**config.mk**
```make
export PLATFORM = sky130hd
export DESIGN_NAME = axis_drive_ramp_model_core_flat
export DESIGN_NICKNAME = d
export VERILOG_FILES = /design/src/hdl/adrm_pkg.sv /design/src/hdl/adrm_if.sv /design/src/hdl/adrm_serial_mul.sv /design/src/hdl/axis_drive_ramp_model_core.sv /design/src/flat_wrapper.sv
export SDC_FILE = /design/constraint.sdc
export NUM_CORES = 2
export LEC_CHECK = 0
export ABC_CLOCK_PERIOD_IN_PS = 15730
export BUFFER_PORTS_ARGS = -buffer_cell sky130_fd_sc_hd__buf_2
export CORE_ASPECT_RATIO = 0.9
export CORE_MARGIN = 2
export CORE_UTILIZATION = 48
export CTS_CLUSTER_SIZE = 10
export DETAILED_ROUTE_END_ITERATION = 8
export SYNTH_ARGS = -nofsm -noshare
export SYNTH_HDL_FRONTEND = slang
export SYNTH_HIERARCHICAL = 1
export SYNTH_SLANG_ARGS = --single-unit
export TNS_END_PERCENT = 5
```
**constraint.sdc**
```tcl
create_clock -name i_clk -period 15.73 [get_ports i_clk]
set_input_delay 2.3595 -clock i_clk [delete_from_list [all_inputs] [get_ports i_clk]]
set_output_delay 2.3595 -clock i_clk [all_outputs]
set_load 0.1 [all_outputs]
```
**src/hdl/adrm_pkg.sv**
```systemverilog
// Package with widths, register indexes, reset values and constants of the axis ramp model
`default_nettype none

package adrm_pkg;

    // Field widths
    localparam int VAL_W      = 32;
    localparam int RATE_W     = 31;
    localparam int COEFF_W    = 17;
    localparam int Q16_W      = 16;
    localparam int IDLE_W     = 16;
    localparam int CFG_IDX_W  = 3;
    localparam int CFG_DATA_W = 31;

    // Serial multiplier shape: signed multiplicand, unsigned multiplier, digit
    localparam int MUL_A_W   = 33;
    localparam int MUL_B_W   = 17;
    localparam int MUL_DIG_W = 4;

    // Wide intermediate widths for the rounding shift
    localparam int PROD_W = 51;
    localparam int SUM_W  = 35;

    // Default stop timeout in ticks
    localparam int STOP_TICKS_DEF = 100;

    // Register indexes
    localparam logic [CFG_IDX_W-1:0] CFG_ACCEL_RATE   = 3'd0;
    localparam logic [CFG_IDX_W-1:0] CFG_DECEL_RATE   = 3'd1;
    localparam logic [CFG_IDX_W-1:0] CFG_SPEED_BAND   = 3'd2;
    localparam logic [CFG_IDX_W-1:0] CFG_FILTER_COEFF = 3'd3;
    localparam logic [CFG_IDX_W-1:0] CFG_TICK_PERIOD  = 3'd4;
    localparam logic [CFG_IDX_W-1:0] CFG_ZERO_BAND    = 3'd5;
    localparam logic [CFG_IDX_W-1:0] CFG_TORQUE_FS    = 3'd6;

    // Register reset values
    localparam logic [COEFF_W-1:0] FILTER_COEFF_RST = 17'd649;
    localparam logic [Q16_W-1:0]   TICK_PERIOD_RST  = 16'd655;
    localparam logic [Q16_W-1:0]   ZERO_BAND_RST    = 16'd1;

    // Unity coefficient in Q1.16
    localparam logic [COEFF_W-1:0] COEFF_ONE = 17'd65536;

    // Half LSB of a Q16 shift, for round half up
    localparam logic signed [PROD_W-1:0] ROUND_HALF = 51'sd32768;

    // Torque: (fs * pct + 5) / 10 as multiply by ceil(2^23 / 10), then shift
    localparam int TQ_NUM_W = 20;
    localparam int TQ_SHIFT = 23;
    localparam logic [TQ_NUM_W-1:0] TQ_RECIP10 = 20'd838861;
    localparam logic [TQ_NUM_W-1:0] TQ_ROUND   = 20'd5;

    // Saturation bounds of the signed 32-bit range in the wide sum
    localparam logic signed [SUM_W-1:0] SAT_MAX = 35'sd2147483647;
    localparam logic signed [SUM_W-1:0] SAT_MIN = -35'sd2147483648;

endpackage

`default_nettype wire

```
**src/hdl/adrm_if.sv**
```systemverilog
// Valid/ready channel interfaces for ticks, results and register writes
`default_nettype none

interface adrm_in_if;
    logic                               valid;
    logic                               ready;
    logic signed [adrm_pkg::VAL_W-1:0]  speed_ref;
    logic                               brake_open;
    logic                               fwd_endstop;
    logic                               rev_endstop;

    modport source (output valid, speed_ref, brake_open, fwd_endstop, rev_endstop,
                    input ready);
    modport sink   (input valid, speed_ref, brake_open, fwd_endstop, rev_endstop,
                    output ready);
endinterface

interface adrm_out_if;
    logic                                valid;
    logic                                ready;
    logic signed [adrm_pkg::VAL_W-1:0]   accel_cmd;
    logic signed [adrm_pkg::VAL_W-1:0]   accel_filtered;
    logic signed [adrm_pkg::VAL_W-1:0]   speed_out;
    logic        [adrm_pkg::Q16_W-1:0]   torque_out;
    logic                                speed_forced_zero;

    modport source (output valid, accel_cmd, accel_filtered, speed_out, torque_out,
                    speed_forced_zero, input ready);
    modport sink   (input valid, accel_cmd, accel_filtered, speed_out, torque_out,
                    speed_forced_zero, output ready);
endinterface

interface adrm_cfg_if;
    logic                                 valid;
    logic                                 ready;
    logic [adrm_pkg::CFG_IDX_W-1:0]       index;
    logic [adrm_pkg::CFG_DATA_W-1:0]      data;

    modport source (output valid, index, data, input ready);
    modport sink   (input valid, index, data, output ready);
endinterface

`default_nettype wire

```
**src/hdl/adrm_serial_mul.sv**
```systemverilog
// Digit-serial signed-by-unsigned multiplier, one multiplier digit per cycle, LSB first
`default_nettype none

module adrm_serial_mul #(
    parameter int A_W   = adrm_pkg::MUL_A_W,
    parameter int B_W   = adrm_pkg::MUL_B_W,
    parameter int DIG_W = adrm_pkg::MUL_DIG_W
) (
    input  wire                                        i_clk,
    input  wire                                        i_rst_n,
    input  wire                                        i_start,
    input  wire  signed [A_W-1:0]                      i_a,
    input  wire         [B_W-1:0]                      i_b,
    output logic                                       o_busy,
    output logic                                       o_done,
    output logic signed [A_W+DIG_W+1+((B_W+DIG_W-1)/DIG_W)*DIG_W-1:0] o_prod
);

    localparam int NDIG  = (B_W + DIG_W - 1) / DIG_W;
    localparam int LO_W  = NDIG * DIG_W;
    localparam int ACC_W = A_W + DIG_W + 1;
    localparam int CNT_W = $clog2(NDIG + 1);

    logic signed [A_W-1:0]   r_a;
    logic        [LO_W-1:0]  r_b, n_b;
    logic signed [ACC_W-1:0] r_acc, n_acc;
    logic        [LO_W-1:0]  r_lo, n_lo;
    logic        [CNT_W-1:0] r_cnt;
    logic                    r_busy;

    logic        [DIG_W-1:0] digit;
    logic signed [ACC_W-1:0] term;
    logic signed [ACC_W-1:0] sum;

    // Add one partial product and shift the finished low digit out
    always_comb begin
        digit = r_b[DIG_W-1:0];
        term  = $signed({{(ACC_W-A_W){r_a[A_W-1]}}, r_a})
              * $signed({{(ACC_W-DIG_W){1'b0}}, digit});
        sum   = r_acc + term;
        n_acc = sum >>> DIG_W;
        n_lo  = {sum[DIG_W-1:0], r_lo[LO_W-1:DIG_W]};
        n_b   = r_b >> DIG_W;
    end

    // Sequence control
    always_ff @(posedge i_clk) begin
        if (!i_rst_n) begin
            r_busy <= 1'b0;
            r_cnt  <= '0;
        end else if (i_start) begin
            r_busy <= 1'b1;
            r_cnt  <= CNT_W'(NDIG);
        end else if (r_busy) begin
            r_cnt <= r_cnt - CNT_W'(1);
            if (r_cnt == CNT_W'(1)) begin
                r_busy <= 1'b0;
            end
        end
    end

    // Operand and accumulator registers
    always_ff @(posedge i_clk) begin
        if (i_start) begin
            r_a   <= i_a;
            r_b   <= {{(LO_W-B_W){1'b0}}, i_b};
            r_acc <= '0;
            r_lo  <= '0;
        end else if (r_busy) begin
            r_b   <= n_b;
            r_acc <= n_acc;
            r_lo  <= n_lo;
        end
    end

    assign o_busy = r_busy;
    assign o_done = r_busy && (r_cnt == CNT_W'(1));
    assign o_prod = {r_acc, r_lo};

endmodule

`default_nettype wire

```
**src/hdl/axis_drive_ramp_model_core.sv**
```systemverilog
// Top level of the axis drive ramp model: register file, tick sequencer and result register
`default_nettype none

// One simulated motor axis, advanced by one tick per input word. Each tick picks
// an acceleration command from the speed error against a dead band, clamps it at
// the end stops, lags it, zeroes small values and integrates it into speed; a
// run of zero references forces speed to zero. Command, filtered and speed
// values are Q16.16. A tick's result word is loaded in the update state, after
// the prepare, first multiply, filter, launch, second multiply and delta states;
// the next tick can be accepted the cycle after that, so ticks never overlap. The
// shared 4-bit digit-serial multiplier runs twice per tick (lag filter, then
// speed integration) at five digits each. The result register holds a finished
// word while the sink stalls, and the sequencer waits with the next result until
// it is free; configuration writes are always taken and must arrive while idle.

module axis_drive_ramp_model_core #(
    parameter int STOP_TICKS = adrm_pkg::STOP_TICKS_DEF
) (
    input  wire             i_clk,
    input  wire             i_rst_n,
    adrm_in_if.sink         i_in,
    adrm_out_if.source      o_out,
    adrm_cfg_if.sink        i_cfg
);

    localparam int VW = adrm_pkg::VAL_W;
    localparam int SW = adrm_pkg::SUM_W;
    localparam int PW = adrm_pkg::PROD_W;
    localparam int IW = adrm_pkg::IDLE_W;
    localparam int MPROD_W = adrm_pkg::MUL_A_W + adrm_pkg::MUL_DIG_W + 1
        + ((adrm_pkg::MUL_B_W + adrm_pkg::MUL_DIG_W - 1) / adrm_pkg::MUL_DIG_W)
        * adrm_pkg::MUL_DIG_W;
    localparam logic [IW-1:0] STOP_LIM = IW'(STOP_TICKS);

    // Sequencer states
    localparam logic [2:0] S_IDLE   = 3'd0;
    localparam logic [2:0] S_PREP   = 3'd1;
    localparam logic [2:0] S_MUL1   = 3'd2;
    localparam logic [2:0] S_FILT   = 3'd3;
    localparam logic [2:0] S_LAUNCH = 3'd4;
    localparam logic [2:0] S_MUL2   = 3'd5;
    localparam logic [2:0] S_DELTA  = 3'd6;
    localparam logic [2:0] S_UPD    = 3'd7;

    // Configuration registers
    logic [adrm_pkg::RATE_W-1:0]  r_accel_rate, r_decel_rate, r_speed_band;
    logic [adrm_pkg::COEFF_W-1:0] r_filter_coeff;
    logic [adrm_pkg::Q16_W-1:0]   r_tick_period, r_zero_band, r_torque_fs;

    // Axis state
    logic signed [VW-1:0] r_filt, n_filt;
    logic signed [VW-1:0] r_speed, n_speed;
    logic        [IW-1:0] r_idle, n_idle;

    // Per-tick working registers
    logic [2:0]                  r_state, n_state;
    logic signed [VW-1:0]        r_cmd, n_cmd;
    logic                        r_ref_nz;
    logic                        r_brake;
    logic [adrm_pkg::Q16_W-1:0]  r_torque, n_torque;
    logic signed [SW-1:0]        r_delta, n_delta;

    // Result register
    logic                        r_out_valid;
    logic signed [VW-1:0]        r_out_cmd, r_out_filt, r_out_speed;
    logic [adrm_pkg::Q16_W-1:0]  r_out_torque;
    logic                        r_out_forced;

    // Multiplier hookup
    logic                                 mul_start, mul_busy, mul_done;
    logic signed [adrm_pkg::MUL_A_W-1:0]  mul_a;
    logic        [adrm_pkg::MUL_B_W-1:0]  mul_b;
    logic signed [MPROD_W-1:0]            mul_prod;

    // Combinational helpers
    logic signed [VW:0]   err, band;
    logic                 ref_pos;
    logic [adrm_pkg::COEFF_W-1:0] coeff_sat;
    logic signed [PW-1:0] prod_rnd;
    logic signed [SW-1:0] y_sum, zb_wide, spd_sum;
    logic                 y_zero, accept, out_free, forced;
    logic [adrm_pkg::TQ_NUM_W-1:0]   tq_num;
    logic [2*adrm_pkg::TQ_NUM_W-1:0] tq_prod;

    assign accept   = i_in.valid && (r_state == S_IDLE);
    assign out_free = !r_out_valid || o_out.ready;

    // Register writes, indexes beyond the list are dropped
    always_ff @(posedge i_clk) begin
        if (!i_rst_n) begin
            r_accel_rate   <= '0;
            r_decel_rate   <= '0;
            r_speed_band   <= '0;
            r_filter_coeff <= adrm_pkg::FILTER_COEFF_RST;
            r_tick_period  <= adrm_pkg::TICK_PERIOD_RST;
            r_zero_band    <= adrm_pkg::ZERO_BAND_RST;
            r_torque_fs    <= '0;
        end else if (i_cfg.valid) begin
            case (i_cfg.index)
                adrm_pkg::CFG_ACCEL_RATE:   r_accel_rate   <= i_cfg.data;
                adrm_pkg::CFG_DECEL_RATE:   r_decel_rate   <= i_cfg.data;
                adrm_pkg::CFG_SPEED_BAND:   r_speed_band   <= i_cfg.data;
                adrm_pkg::CFG_FILTER_COEFF: r_filter_coeff <= i_cfg.data[adrm_pkg::COEFF_W-1:0];
                adrm_pkg::CFG_TICK_PERIOD:  r_tick_period  <= i_cfg.data[adrm_pkg::Q16_W-1:0];
                adrm_pkg::CFG_ZERO_BAND:    r_zero_band    <= i_cfg.data[adrm_pkg::Q16_W-1:0];
                adrm_pkg::CFG_TORQUE_FS:    r_torque_fs    <= i_cfg.data[adrm_pkg::Q16_W-1:0];
                default: ;
            endcase
        end
    end

    // Pick the command from the speed error and clamp it at the end stops
    always_comb begin
        err     = $signed({i_in.speed_ref[VW-1], i_in.speed_ref})
                - $signed({r_speed[VW-1], r_speed});
        band    = $signed({2'b00, r_speed_band});
        ref_pos = !i_in.speed_ref[VW-1] && (i_in.speed_ref != '0);
        n_cmd   = '0;
        if (err > band) begin
            n_cmd = ref_pos ? $signed({1'b0, r_accel_rate}) : $signed({1'b0, r_decel_rate});
        end else if (err < -band) begin
            n_cmd = ref_pos ? -$signed({1'b0, r_decel_rate}) : -$signed({1'b0, r_accel_rate});
        end
        if ((n_cmd > 0) && i_in.fwd_endstop) begin
            n_cmd = '0;
        end
        if ((n_cmd < 0) && i_in.rev_endstop) begin
            n_cmd = '0;
        end
    end

    // Torque feedback: round(fs * pct / 10) by reciprocal multiply
    always_comb begin
        tq_num   = r_brake ? ({{(adrm_pkg::TQ_NUM_W-adrm_pkg::Q16_W-3){1'b0}}, r_torque_fs, 3'b000})
                           : ({{(adrm_pkg::TQ_NUM_W-adrm_pkg::Q16_W-1){1'b0}}, r_torque_fs, 1'b0}
                              + {{(adrm_pkg::TQ_NUM_W-adrm_pkg::Q16_W){1'b0}}, r_torque_fs});
        tq_num   = tq_num + adrm_pkg::TQ_ROUND;
        tq_prod  = tq_num * adrm_pkg::TQ_RECIP10;
        n_torque = (r_cmd != '0)
                 ? tq_prod[adrm_pkg::TQ_SHIFT +: adrm_pkg::Q16_W] : '0;
    end

    // Multiplier operands: lag step c*(cmd-f), then integration f*tick
    assign coeff_sat = (r_filter_coeff > adrm_pkg::COEFF_ONE)
                     ? adrm_pkg::COEFF_ONE : r_filter_coeff;
    assign mul_start = (r_state == S_PREP) || (r_state == S_LAUNCH);
    always_comb begin
        if (r_state == S_PREP) begin
            mul_a = $signed({r_cmd[VW-1], r_cmd}) - $signed({r_filt[VW-1], r_filt});
            mul_b = coeff_sat;
        end else begin
            mul_a = $signed({r_filt[VW-1], r_filt});
            mul_b = {{(adrm_pkg::MUL_B_W-adrm_pkg::Q16_W){1'b0}}, r_tick_period};
        end
    end

    adrm_serial_mul #(
        .A_W   (adrm_pkg::MUL_A_W),
        .B_W   (adrm_pkg::MUL_B_W),
        .DIG_W (adrm_pkg::MUL_DIG_W)
    ) u_mul (
        .i_clk   (i_clk),
        .i_rst_n (i_rst_n),
        .i_start (mul_start),
        .i_a     (mul_a),
        .i_b     (mul_b),
        .o_busy  (mul_busy),
        .o_done  (mul_done),
        .o_prod  (mul_prod)
    );

    // Round the product by half an LSB and drop sixteen fraction bits
    assign prod_rnd = $signed(mul_prod[PW-1:0]) + adrm_pkg::ROUND_HALF;

    // Lag filter result and zero band
    always_comb begin
        y_sum   = $signed({{(SW-VW){r_filt[VW-1]}}, r_filt}) + $signed(prod_rnd[PW-1:16]);
        zb_wide = $signed({{(SW-adrm_pkg::Q16_W){1'b0}}, r_zero_band});
        y_zero  = (y_sum < zb_wide) && (y_sum > -zb_wide);
        n_filt  = y_zero ? '0 : y_sum[VW-1:0];
        n_delta = $signed(prod_rnd[PW-1:16]);
    end

    // Speed update, saturation, stop timeout and idle count
    always_comb begin
        spd_sum = $signed({{(SW-VW){r_speed[VW-1]}}, r_speed}) + r_delta;
        if (spd_sum > adrm_pkg::SAT_MAX) begin
            n_speed = {1'b0, {(VW-1){1'b1}}};
        end else if (spd_sum < adrm_pkg::SAT_MIN) begin
            n_speed = {1'b1, {(VW-1){1'b0}}};
        end else begin
            n_speed = spd_sum[VW-1:0];
        end
        forced = (r_idle >= STOP_LIM);
        if (forced) begin
            n_speed = '0;
        end
        if (r_ref_nz) begin
            n_idle = '0;
        end else if (forced) begin
            n_idle = STOP_LIM;
        end else begin
            n_idle = r_idle + IW'(1);
        end
    end

    // Advance the tick sequencer
    always_comb begin
        n_state = r_state;
        case (r_state)
            S_IDLE:   if (accept)   n_state = S_PREP;
            S_PREP:   n_state = S_MUL1;
            S_MUL1:   if (mul_done) n_state = S_FILT;
            S_FILT:   n_state = S_LAUNCH;
            S_LAUNCH: n_state = S_MUL2;
            S_MUL2:   if (mul_done) n_state = S_DELTA;
            S_DELTA:  n_state = S_UPD;
            S_UPD:    if (out_free) n_state = S_IDLE;
            default:  n_state = S_IDLE;
        endcase
    end

    // Control state and axis state
    always_ff @(posedge i_clk) begin
        if (!i_rst_n) begin
            r_state     <= S_IDLE;
            r_filt      <= '0;
            r_speed     <= '0;
            r_idle      <= '0;
            r_out_valid <= 1'b0;
        end else begin
            r_state <= n_state;
            if (r_state == S_FILT) begin
                r_filt <= n_filt;
            end
            if ((r_state == S_UPD) && out_free) begin
                r_speed     <= n_speed;
                r_idle      <= n_idle;
                r_out_valid <= 1'b1;
            end else if (o_out.ready) begin
                r_out_valid <= 1'b0;
            end
        end
    end

    // Hold the tick's working values
    always_ff @(posedge i_clk) begin
        if (accept) begin
            r_cmd    <= n_cmd;
            r_ref_nz <= (i_in.speed_ref != '0);
            r_brake  <= i_in.brake_open;
        end
        if (r_state == S_PREP) begin
            r_torque <= n_torque;
        end
        if (r_state == S_DELTA) begin
            r_delta <= n_delta;
        end
    end

    // Load the result word
    always_ff @(posedge i_clk) begin
        if ((r_state == S_UPD) && out_free) begin
            r_out_cmd    <= r_cmd;
            r_out_filt   <= r_filt;
            r_out_speed  <= n_speed;
            r_out_torque <= r_torque;
            r_out_forced <= forced;
        end
    end

    assign i_in.ready              = (r_state == S_IDLE) && !mul_busy;
    assign i_cfg.ready             = 1'b1;
    assign o_out.valid             = r_out_valid;
    assign o_out.accel_cmd         = r_out_cmd;
    assign o_out.accel_filtered    = r_out_filt;
    assign o_out.speed_out         = r_out_speed;
    assign o_out.torque_out        = r_out_torque;
    assign o_out.speed_forced_zero = r_out_forced;

endmodule

`default_nettype wire

```
**src/flat_wrapper.sv**
```systemverilog
// flat-port wrapper written by rule: the top's interface ports become plain ports
module axis_drive_ramp_model_core_flat 
#(
    parameter int STOP_TICKS = adrm_pkg::STOP_TICKS_DEF
)
  (i_clk, i_rst_n, i_in_valid, i_in_speed_ref, i_in_brake_open, i_in_fwd_endstop, i_in_rev_endstop, i_in_ready, o_out_valid, o_out_accel_cmd, o_out_accel_filtered, o_out_speed_out, o_out_torque_out, o_out_speed_forced_zero, o_out_ready, i_cfg_valid, i_cfg_index, i_cfg_data, i_cfg_ready);
  adrm_in_if i_in_i ();
  adrm_out_if o_out_i ();
  adrm_cfg_if i_cfg_i ();
  input  wire i_clk;
  input  wire i_rst_n;
  input wire logic [$bits(i_in_i.valid)-1:0] i_in_valid;
  input wire logic [$bits(i_in_i.speed_ref)-1:0] i_in_speed_ref;
  input wire logic [$bits(i_in_i.brake_open)-1:0] i_in_brake_open;
  input wire logic [$bits(i_in_i.fwd_endstop)-1:0] i_in_fwd_endstop;
  input wire logic [$bits(i_in_i.rev_endstop)-1:0] i_in_rev_endstop;
  output wire logic [$bits(i_in_i.ready)-1:0] i_in_ready;
  output wire logic [$bits(o_out_i.valid)-1:0] o_out_valid;
  output wire logic [$bits(o_out_i.accel_cmd)-1:0] o_out_accel_cmd;
  output wire logic [$bits(o_out_i.accel_filtered)-1:0] o_out_accel_filtered;
  output wire logic [$bits(o_out_i.speed_out)-1:0] o_out_speed_out;
  output wire logic [$bits(o_out_i.torque_out)-1:0] o_out_torque_out;
  output wire logic [$bits(o_out_i.speed_forced_zero)-1:0] o_out_speed_forced_zero;
  input wire logic [$bits(o_out_i.ready)-1:0] o_out_ready;
  input wire logic [$bits(i_cfg_i.valid)-1:0] i_cfg_valid;
  input wire logic [$bits(i_cfg_i.index)-1:0] i_cfg_index;
  input wire logic [$bits(i_cfg_i.data)-1:0] i_cfg_data;
  output wire logic [$bits(i_cfg_i.ready)-1:0] i_cfg_ready;
  assign i_in_i.valid = i_in_valid;
  assign i_in_i.speed_ref = i_in_speed_ref;
  assign i_in_i.brake_open = i_in_brake_open;
  assign i_in_i.fwd_endstop = i_in_fwd_endstop;
  assign i_in_i.rev_endstop = i_in_rev_endstop;
  assign i_in_ready = i_in_i.ready;
  assign o_out_valid = o_out_i.valid;
  assign o_out_accel_cmd = o_out_i.accel_cmd;
  assign o_out_accel_filtered = o_out_i.accel_filtered;
  assign o_out_speed_out = o_out_i.speed_out;
  assign o_out_torque_out = o_out_i.torque_out;
  assign o_out_speed_forced_zero = o_out_i.speed_forced_zero;
  assign o_out_i.ready = o_out_ready;
  assign i_cfg_i.valid = i_cfg_valid;
  assign i_cfg_i.index = i_cfg_index;
  assign i_cfg_i.data = i_cfg_data;
  assign i_cfg_ready = i_cfg_i.ready;
  axis_drive_ramp_model_core #(.STOP_TICKS(STOP_TICKS)) u_core (.i_clk(i_clk), .i_rst_n(i_rst_n), .i_in(i_in_i), .o_out(o_out_i), .i_cfg(i_cfg_i));
endmodule
```
==> tab_implementation.tex <==
\begin{tabular}{lr}
\hline
Metric & Value \\
\hline
\multicolumn{2}{l}{\textbf{Clock tree}} \\
\quad Max clock buf depth & 3 \\
\quad Number of gates given a new drive strength after cts & 0 \\
\quad Post-CTS setup buffer count & 0 \\
\quad Number of buffers created by CTS & 68 \\
\quad CTS H-Tree Depth & 3 \\
\quad Number of sinks on the clock net & 533 \\
\quad Worst skew pair latency & 0.64 ns \\
\quad Number of hold buffers added after CTS & 0 \\
\quad CTS tree & yes \\
\quad Clock-pin slew on the worst setup and hold paths & 0.05 ns \\
\quad Clock Root Buffer & clkbuf\_16 \\
\multicolumn{2}{l}{\textbf{Worst setup path}} \\
\quad Critical Path Slowest Stage Cell & a2111oi\_0 \\
\quad Maximum single-stage delay on the critical path & 0.66 ns \\
\quad Maximum fanout encountered on the critical timing path & 7 \\
\quad Arrival time of data at the critical path endpoint & 11.30 ns \\
\quad Worst Setup End Kind & flop \\
\quad Data required time at the worst endpoint & 16.10 ns \\
\quad Worst Path Class, Setup & reg -> reg \\
\quad Worst Setup Start Kind & flop \\
\quad Most prevalent standard cell on the critical path & fa\_1 \\
\multicolumn{2}{l}{\textbf{Drt}} \\
\quad Total length of routed wires & 142000 um \\
\quad Residual DRC & 0 \\
\quad Average wire length per cell after detail routing & 21.2 um \\
\quad Remaining number of nets flagged by the antenna check after routing & 0 \\
\quad Iteration-0 DRC Markers & 3404 \\
\quad Iteration count of the initial detailed-routing pass & 5 \\
\quad Vias/cell & 5.70 \\
\quad Routed via count & 38000 \\
\multicolumn{2}{l}{\textbf{Floorplanning}} \\
\quad Floorplan die height & 298 um \\
\quad Chip Width & 331 um \\
\quad I/O pin cnt & 190 \\
\quad Std-Cell Rows & 107 \\
\quad Overall die area & 0.0986 mm\^{}2 \\
\quad Effective utilization at floorplan & 48.6\% \\
\quad Area of the core & 0.0949 mm\^{}2 \\
\multicolumn{2}{l}{\textbf{Yosys}} \\
\quad Average instance area after synthesis & 8.82 um\^{}2 \\
\quad Cell area after synthesis & 0.0461 mm\^{}2 \\
\quad Synth Warn \# & 6 \\
\quad Number of cells produced by synthesis & 5229 \\
\multicolumn{2}{l}{\textbf{Run}} \\
\quad Reported max-cap violation count & 0 \\
\multicolumn{2}{l}{\textbf{STA}} \\
\quad Clock period minus worst slack & 10.94 ns \\
\quad Post-route worst hold slack & 0.421 ns \\
\quad Remaining max-slew budget at the tightest pin & 19.2\% \\
\quad Finish-stage setup viols & 0 \\
\quad RSZ-0062 raised after global routing & false \\
\quad Post-route clock period utilization & 69.5\% \\
\quad Highest clock rate & 0.0914 GHz \\
\quad Hold violation total from the final report & 0 \\
\quad Final setup skew & 0.0430 ns \\
\quad Worst Tran Pin Value & 1.20 ns \\
\quad Fin. max-slew vios & 0 \\
\quad Final worst-path setup slack & 4.79 ns \\
\quad Final-layout setup total negative slack & 0 ns \\
\multicolumn{2}{l}{\textbf{Cells and area}} \\
\quad Commonest non-fill, non-tap cells in the layout & 736 x nand2\_1, 618 x inv\_1, 538 x ha\_1 \\
\quad Sequential cell area in the final layout & 0.0132 mm\^{}2 \\
\quad Number of nets in the layout & 6219 \\
\quad Area added between synthesis and finish & 9.53\% \\
\quad Final cell utilization of the core & 53.2\% \\
\quad Post-Layout Cell Count & 6672 \\
\quad Most common library cell in the layout ignoring fill and taps & nand2\_1 \\
\quad Total area of multi-input combinational cells & 0.0300 mm\^{}2 \\
\quad Share of layout cells above drive strength 1 & 7.42\% \\
\quad Fill count & 8903 \\
\multicolumn{2}{l}{\textbf{Power and ir drop}} \\
\quad Pwr per Cell Area & 146 mW/mm\^{}2 \\
\quad Leakage dissipation & 22.3 nW \\
\quad Peak supply drop & 0.0919 mV \\
\multicolumn{2}{l}{\textbf{Placed design}} \\
\quad Place WS & 4.80 ns \\
\quad Detailed-placement wirelength estimate & 110000 um \\
\quad Placed Cells & 6550 \\
\quad Port bufs & 188 \\
\quad Routability congestion estimate & 0.962 \\
\multicolumn{2}{l}{\textbf{Run status}} \\
\quad Run status & completed \\
\multicolumn{2}{l}{\textbf{GRT}} \\
\quad Overflow after GRT & 0 \\
\quad GRT Util Overall & 28.5\% \\
\quad Vias in the first global route & 36200 \\
\quad Initial antenna violation count & 13 \\
\quad Maximum number of pins on one net before global-route repair & 107 \\
\quad Global-route wire length before repair & 217000 um \\
\multicolumn{2}{l}{\textbf{Min path}} \\
\quad Hold/Removal Path Class & reg -> reg \\
\hline
\end{tabular}
## sequential cells by signal, indices dropped and copies added (netlist names), 5 cells and up
signal and cells:
u_core/o_out.torque_out 16, u_core/r_zero_band 16, u_core/r_torque 16, u_core/u_mul/r_acc 34, u_core/r_delta 35, u_core/o_out.accel_cmd 32
u_core/u_mul/r_lo 5, u_core/r_speed_band 31, u_core/o_out.speed_out 32, u_core/o_out.accel_filtered 32, u_core/r_accel_rate 31, u_core/u_mul/r_b 17
u_core/r_cmd 32, u_core/r_decel_rate 31, u_core/r_filt 32, u_core/r_speed 32, u_core/r_tick_period 16, u_core/u_mul/r_a 33
u_core/r_idle 16, u_core/r_torque_fs 16, u_core/r_filter_coeff 17
## path summary, 6_finish.rpt
check	start	endpoint	slack, ns	depth (start not counted)
worst max-delay path	u_core/r_torque_fs[0]	u_core/r_torque[13]	4.79	35
worst min-delay path	u_core/r_torque[1]	u_core/o_out.torque_out[1]	0.42	0
worst max register to register	u_core/r_torque_fs[0]	u_core/r_torque[13]	4.79	35
worst min register to register	u_core/r_torque[1]	u_core/o_out.torque_out[1]	0.42	0
## critical path: cells and delay by family, from the launching register on
| family | cells | cell delay (ns) |
|---|---|---|
| adders and majority gates | 10 | 4.17 |
| DFF | 1 | 0.36 |
| and+or+nand+nor | 6 | 1.39 |
| AOI/OAI and AO/OA | 13 | 3.85 |
| xor gates and xnor gates | 2 | 0.72 |
| buffers and inverters | 4 | 0.19 |
## power breakdown
group | internal (mW) | switching, mW | total [mW]
sequential | 1.61 | 0.165 | 1.77
clock | 0.901 | 0.626 | 1.53
combinational | 1.64 | 2.44 | 4.08
total | 4.15 | 3.24 | 7.38
## cell type report
| type | instances | share of cell area, % |
|---|---|---|
| Tap cell | 1253 | 3.10 |
| Antenna cell | 2 | 0.00991 |
| Clock inverter | 13 | 0.238 |
| Multi-Input combinational cell | 3910 | 59.4 |
| Clock buffer | 107 | 4.01 |
| Sequential cell | 533 | 26.0 |
| Timing Repair Buffer | 232 | 2.52 |
| Inverter | 622 | 4.64 |
## layer usage
metal  share of wire, %  global-route usage (%)  vias up
met1                 48                    43.2    18200
met5              0.026                       0        -
li1                   -                       -    18400
met2                 43                    42.7     1241
met3                7.4                    4.91      148
met4                1.7                    5.12        6
## stage by stage
step / power [mW] / instance area (um^2)
floorplan: 4.81 / 46100
global placement: 5.79 / 48400
detailed placement: 5.82 / 48400
CTS: 7.38 / 50500
global route: 8.00 / 50500
finish: 7.38 / 50500
Note: power is estimated with default switching activity, not from simulation.
